--- src/hdl/fcull_pkg.sv ---
// ----------------------------------------------------------------------------
// fcull_pkg
// Shared types, constants and helpers for the six-plane frustum cull test.
// ----------------------------------------------------------------------------
`default_nettype none

package fcull_pkg;

	// coordinate format: signed Q15.8 at the default width
	localparam int COORD_BITS = 24;
	localparam int SIZE_BITS  = COORD_BITS - 1;

	// plane register packing
	localparam int NUM_PLANES = 6;
	localparam int CFG_W      = 64;
	localparam int CFG_IDX_W  = 3;
	localparam int COEF_BITS  = 12;
	localparam int OFFS_BITS  = 28;
	localparam int COEF_FRAC  = 10;

	// arithmetic widths
	localparam int PROD_W = COORD_BITS + COEF_BITS;
	localparam int DTRM_W = OFFS_BITS + COEF_FRAC;
	localparam int BIAS_W = SIZE_BITS + COEF_FRAC;
	localparam int SUM_W  = ((PROD_W > DTRM_W) ? PROD_W : DTRM_W) + 3;

	typedef enum logic [1:0] {
		OP_POINT  = 2'd0,
		OP_CUBE   = 2'd1,
		OP_SPHERE = 2'd2,
		OP_BOX    = 2'd3
	} op_t;

	typedef struct packed {
		logic signed [COEF_BITS-1:0] a;
		logic signed [COEF_BITS-1:0] b;
		logic signed [COEF_BITS-1:0] c;
		logic signed [OFFS_BITS-1:0] d;
	} plane_t;

	// upper and lower coordinate per axis; the plane picks one of each
	typedef struct packed {
		logic signed [COORD_BITS-1:0] hi_x;
		logic signed [COORD_BITS-1:0] hi_y;
		logic signed [COORD_BITS-1:0] hi_z;
		logic signed [COORD_BITS-1:0] lo_x;
		logic signed [COORD_BITS-1:0] lo_y;
		logic signed [COORD_BITS-1:0] lo_z;
	} cand_t;

	function automatic plane_t unpack_plane(input logic [CFG_W-1:0] r);
		plane_t p;
		p.a = r[COEF_BITS-1:0];
		p.b = r[2*COEF_BITS-1:COEF_BITS];
		p.c = r[3*COEF_BITS-1:2*COEF_BITS];
		p.d = r[3*COEF_BITS+OFFS_BITS-1:3*COEF_BITS];
		return p;
	endfunction

	// clamp a one-bit-wider sum back into the coordinate range
	function automatic logic signed [COORD_BITS-1:0] sat_coord(
		input logic signed [COORD_BITS:0] v
	);
		logic signed [COORD_BITS-1:0] r;
		if (v[COORD_BITS] != v[COORD_BITS-1]) begin
			r = v[COORD_BITS] ? {1'b1, {(COORD_BITS-1){1'b0}}}
			                  : {1'b0, {(COORD_BITS-1){1'b1}}};
		end else begin
			r = v[COORD_BITS-1:0];
		end
		return r;
	endfunction

endpackage

`default_nettype wire

--- src/hdl/fcull_plane.sv ---
// ----------------------------------------------------------------------------
// fcull_plane
// One plane lane: picks the corner farthest along the plane normal, forms
// the exact signed distance plus bias over two stages, and flags >= 0.
// ----------------------------------------------------------------------------
`default_nettype none

module fcull_plane
	import fcull_pkg::*;
(
	input  wire logic               clk,
	input  wire plane_t             plane,
	input  wire cand_t              cand_s1,
	input  wire logic [BIAS_W-1:0]  bias_s2,
	output logic                    pass_s3
);

	logic signed [COORD_BITS-1:0] sel_x, sel_y, sel_z;
	logic signed [PROD_W-1:0]     prod_x_s2, prod_y_s2, prod_z_s2;
	logic signed [DTRM_W-1:0]     dterm;
	logic signed [SUM_W-1:0]      sum;

	// negative coefficient: the lower coordinate maximizes that term
	assign sel_x = plane.a[COEF_BITS-1] ? cand_s1.lo_x : cand_s1.hi_x;
	assign sel_y = plane.b[COEF_BITS-1] ? cand_s1.lo_y : cand_s1.hi_y;
	assign sel_z = plane.c[COEF_BITS-1] ? cand_s1.lo_z : cand_s1.hi_z;

	// stage 2: products
	always_ff @(posedge clk) begin
		prod_x_s2 <= PROD_W'(plane.a * sel_x);
		prod_y_s2 <= PROD_W'(plane.b * sel_y);
		prod_z_s2 <= PROD_W'(plane.c * sel_z);
	end

	// stage 3: sum with offset and bias, keep the sign
	assign dterm = {plane.d, {COEF_FRAC{1'b0}}};
	assign sum = SUM_W'(prod_x_s2) + SUM_W'(prod_y_s2) + SUM_W'(prod_z_s2)
	           + SUM_W'(dterm) + $signed(SUM_W'(bias_s2));

	always_ff @(posedge clk) begin
		pass_s3 <= ~sum[SUM_W-1];
	end

endmodule

`default_nettype wire

--- config.mk ---
export PLATFORM = sky130hd
export DESIGN_NAME = fcull_plane
export DESIGN_NICKNAME = d
export VERILOG_FILES = /design/src/hdl/fcull_pkg.sv /design/src/hdl/fcull_plane.sv
export SDC_FILE = /design/constraint.sdc
export NUM_CORES = 2
export LEC_CHECK = 0
export ABC_CLOCK_PERIOD_IN_PS = 16000
export BUFFER_PORTS_ARGS = -buffer_cell sky130_fd_sc_hd__buf_2
export CORE_ASPECT_RATIO = 1.1
export CORE_MARGIN = 4
export CORE_UTILIZATION = 34
export DETAILED_ROUTE_END_ITERATION = 10
export PLACE_DENSITY = 0.62
export SYNTH_ARGS = -nofsm -noshare
export SYNTH_HDL_FRONTEND = slang
export SYNTH_SLANG_ARGS = --single-unit
--- constraint.sdc ---
create_clock -name clk -period 16 [get_ports clk]
set_clock_uncertainty 0.2 [all_clocks]
set_input_delay 3.2 -clock clk [delete_from_list [all_inputs] [get_ports clk]]
set_output_delay 3.2 -clock clk [all_outputs]
set_load 0.1 [all_outputs]
Word-level counts from Yosys, hierarchy flattened --
Index checks and enable logic that the tools add are counted.
Word-level totals: memories kept 0, flip-flop bits (word level) 109, input port bits 242, ROM bits 0, word-level logic and storage cells 15, latch bits 0, bits in writable memories 0, output and inout bits 1
Operators by class: divide/modulo/power cells 0, bitwise operators 1, $add $sub $neg 4, muxes and demuxes 3, shift operators 0, order comparisons 0, reduce and logical (&&, ||, !) cells 0, equality and inequality tests 0, multipliers 3
Operator list (count):
- $mul 12x24->36 | 3
- $mux 24 | 3
- $add 39x34->40 | 1
- $add 38x38->39 | 1
- $add 37x36->38 | 1
- $add 36x36->37 | 1
- $not 1->1 | 1

Logic depth before layout (Yosys ltp) --
word-level depth 5, depth in mapped cells 25, mapped depth without buffers 22

Worst setup path after synthesis --
Ideal clock, no wire load.
path type input port to flip-flop, start point input plane[51] (netlist bit), end point register prod_y_s2[32], arrival 9163 ps, buffers on the path 2, library setup time 72 ps, stages on the path 23, data required time 15728 ps, path slack 6565 ps, cell sequence clkbuf_1 mux2_2 clkbuf_1 and2_1 fa_1 inv_1 fa_1 fa_1 inv_1 fa_1 inv_1 fa_1 inv_1 ha_1 a2111oi_4 o21ai_2 a31oi_2 nor3_1 o31a_1 a22o_1 or4_1 o311ai_1 xnor2_1
On the way: longest elaborated chain between the ends 2
RTL lines:
- from (decl) | RTL line fcull_plane.sv:12 | input wire plane_t plane,
- $mux 24 | RTL line fcull_plane.sv:25 | assign sel_y = plane.b[COEF_BITS-1] ? cand_s1.lo_y : cand_s1.hi_y;
- $mul 12x24->36 (*) | RTL line fcull_plane.sv:31 | prod_y_s2 <= PROD_W'(plane.b * sel_y);
- to (signal assigned) | RTL line fcull_plane.sv:31
- to (decl) | RTL line fcull_plane.sv:19 | logic signed [PROD_W-1:0] prod_x_s2, prod_y_s2, prod_z_s2;
Every way passes the cells marked *; elsewhere a longest branch is shown, timed or not.

Worst setup path after layout --
Same ends and word-level chain as after synthesis.

==> impl_metrics.py <==
metrics = {
    "status": {
        "status": "complete, no violations",
    },
    "clock_network": {
        "root_buffer": "clkbuf_16",
        "cts_buffer_depth": 2,
        "hold_buffers": 0,
        "cts-buffers-inserted": 9,
        "htree_num_levels": 3,
        "clk_pin_slew_ns": 0.08,
        "cts_tree": "done",
        "post-cts-setup-buffers": 0,
        "clock_latency_ns": 0.38,
        "cts_num_sinks": 109,
        "ctsResizeCount": 0,
    },
    "placed_design": {
        "port_buffers": 242,
        "place_congestion": 0.8564,
        "hpwl_um": 77390,
        "dpl_worst_slack_ns": 6.000,
    },
    "worst_setup_path": {
        "crit_top_cell": "fa_1",
        "cp_num_buf_inv": 5,
        "cp_max_fo": 30,
        "path_cells": "buf_2, mux2_2, and2_1, fa_1, inv_1, fa_1, fa_1, inv_1, fa_1, inv_1, fa_1, inv_1, ha_1, a2111oi_4, o21ai_2, a31oi_2, nor3_1, o31a_1, a22o_1, or4_1, o311ai_1, xnor2_1",
        "end_kind": "register",
        "cp_data_required_time_ns": 16.11,
        "crit_slowest_cell": "fa_1",
        "critical-path-top-delay-family": "adder cells",
        "critical_path.max_stage_delay_ns": 0.53,
        "arrival_ns": 9.76,
        "critPathLaunchType": "input pin",
        "crit_type": "in2reg",
    },
    "run": {
        "cap_viol_max_count": 0,
    },
    "synthesis": {
        "seq_area_frac_synth_pct": 6.187,
        "ys_types": 57,
        "yosys_most_used_dff": "dfxtp_1",
        "synth_commonest_cells": "inv_1, fa_1, nand2_1",
        "synth_top_area_cell": "fa_1",
        "syn_nets": 5208,
        "synth-seq-cells": 109,
        "synth.top_cell.area_share_pct": 49.56,
        "synth_edf_count": 0,
        "synth.avg_cell_area_um2": 9.237,
        "yosysMostFrequentCell": "inv_1",
        "async_flop_share_pct": 0,
        "yosys_warnings": 0,
        "synth_area_leaders": "fa_1, inv_1, ha_1",
        "synth_area_um2": 35270,
        "syn_inst": 3818,
    },
    "sta": {
        "finalSetupTns_ns": 0,
        "finalCritPeriodShare_pct": 60.27,
        "period_needed_ns": 9.643,
        "hold_violations": 0,
        "setup_slack_ns": 6.357,
        "slew_headroom_pct": 44.75,
        "tightest_slew_ns": 0.8158,
        "finalMaxSlewViolations": 0,
        "setup_viol": 0,
        "clock.fmax_mhz": 103.7,
        "rsz0062_at_grt": "no",
    },
    "global_route": {
        "grt_pass1_vias": 27370,
        "grt_max_degree": 31,
        "grt_pass1_wl_um": 146000,
        "grt-ovfl-total": 0,
        "antenna_found_initial": 10,
        "grt.total_usage_pct": 17.00,
    },
    "routing": {
        "avgRoutedWirePerCell_um": 16.93,
        "num_vias": 24830,
        "drt_iter0_drc": 1256,
        "drtAntennaViolNets": 0,
        "remaining_drc_errors": 0,
        "routed_via_density": 4.683,
        "drtPass1Iterations": 5,
        "finalWirelength_um": 89750,
    },
    "layout": {
        "final_nets": 5306,
        "drive_above_1_share_pct": 8.595,
        "syn_to_final_growth_pct": 7.642,
    },
    "floorplan": {
        "die_width_um": 315.1,
        "rows": 123,
        "core_um2": 102700,
        "die-area_um2": 108900,
        "ios": 243,
        "start_util_pct": 34.36,
        "fp.dieH_um": 345.8,
    },
    "worst_hold_path": {
        "hold_class": "reg2reg",
    },
}
## flip-flops by register name (all words and copies together) (netlist names)
| register | cells |
|---|---|
| pass_s3 | 1 |
| prod_x_s2 | 36 |
| prod_y_s2 | 36 |
| prod_z_s2 | 36 |
## layout by cell type, fill, tap and decap left out, types with 14 or more instances in the layout
| master | instances |
|---|---|
| a21o_1 | 39 |
| a21oi_1 | 97 |
| and2_1 | 214 |
| buf_2 | 242 |
| dfxtp_1 | 109 |
| fa_1 | 873 |
| ha_1 | 275 |
| inv_1 | 918 |
| mux2_2 | 71 |
| nand2_1 | 617 |
| nand2b_1 | 22 |
| nand3_1 | 14 |
| nor2_1 | 113 |
| nor2b_1 | 23 |
| o21ai_0 | 41 |
| xnor2_1 | 84 |
| xor2_1 | 20 |
## layer usage
metal,wire length (µm),global-route usage [%]
met5,34,0
met1,36820,21.49
met2,45420,29.61
met4,3557,6.356
met3,3915,2.187
## stage by stage
step,util [%],instances,area [µm²],hold slack [ns]
2_1_floorplan,-,3818,35270,0.7708
3_3_place_gp,36.65,5280,37620,0.9268
3_5_place_dp,36.65,5280,37620,0.9150
4_1_cts,36.97,5296,37950,0.9406
5_1_grt,36.98,5299,37960,0.9775
6_report,36.98,5301,37960,0.9036
## worst min-delay path, delay by kind of cell (launching register included)
| family | cells | cell delay (ns) |
|---|---|---|
| XOR/XNOR | 1 | 0.14 |
| flip-flops | 1 | 0.35 |
| AND/OR/NAND/NOR | 1 | 0.07 |
| AO/OA/AOI/OAI | 1 | 0.07 |
| adder cells (fa/ha/maj) | 2 | 0.42 |
## cell families (layout without fill, tap and decap cells)
group	count (synthesis)	after routing	share of synthesized area, %
other	0	5	0
adder cells (fa/ha/maj)	1148	1148	59.31
AND/OR/NAND/NOR	1042	1042	13.26
buffers and inverters	1074	1177	11.43
XOR/XNOR	104	104	2.583
multiplexers	72	72	2.295
flip-flops	109	109	6.187
AO/OA/AOI/OAI	269	269	4.928
## final timing paths
kind | start | endpoint | slack, ns | depth (start not counted)
setup / recovery | plane[51] | prod_y_s2[32]$_DFF_P_ | 6.36 | 22
hold / removal | prod_z_s2[32]$_DFF_P_ | pass_s3$_DFF_P_ | 0.90 | 5
setup reg to reg | prod_x_s2[11]$_DFF_P_ | pass_s3$_DFF_P_ | 11.89 | 13
hold reg to reg | prod_z_s2[32]$_DFF_P_ | pass_s3$_DFF_P_ | 0.90 | 5
## cell type report
| cell class | count | area (µm²) |
|---|---|---|
| inverter | 918 | 3446 |
| timing repair buffer | 243 | 1219 |
| clock buffer | 10 | 239.0 |
| tap | 1375 | 1720 |
| sequential | 109 | 2182 |
| multi-input combinational | 2635 | 29050 |
| clock inverter | 6 | 90.09 |
| fill | 10520 | 64690 |
| antenna | 5 | 12.51 |
Power is left out: the tool's default activity adds up to more than one toggle a clock period on the data nets, which glitch-free logic cannot reach.
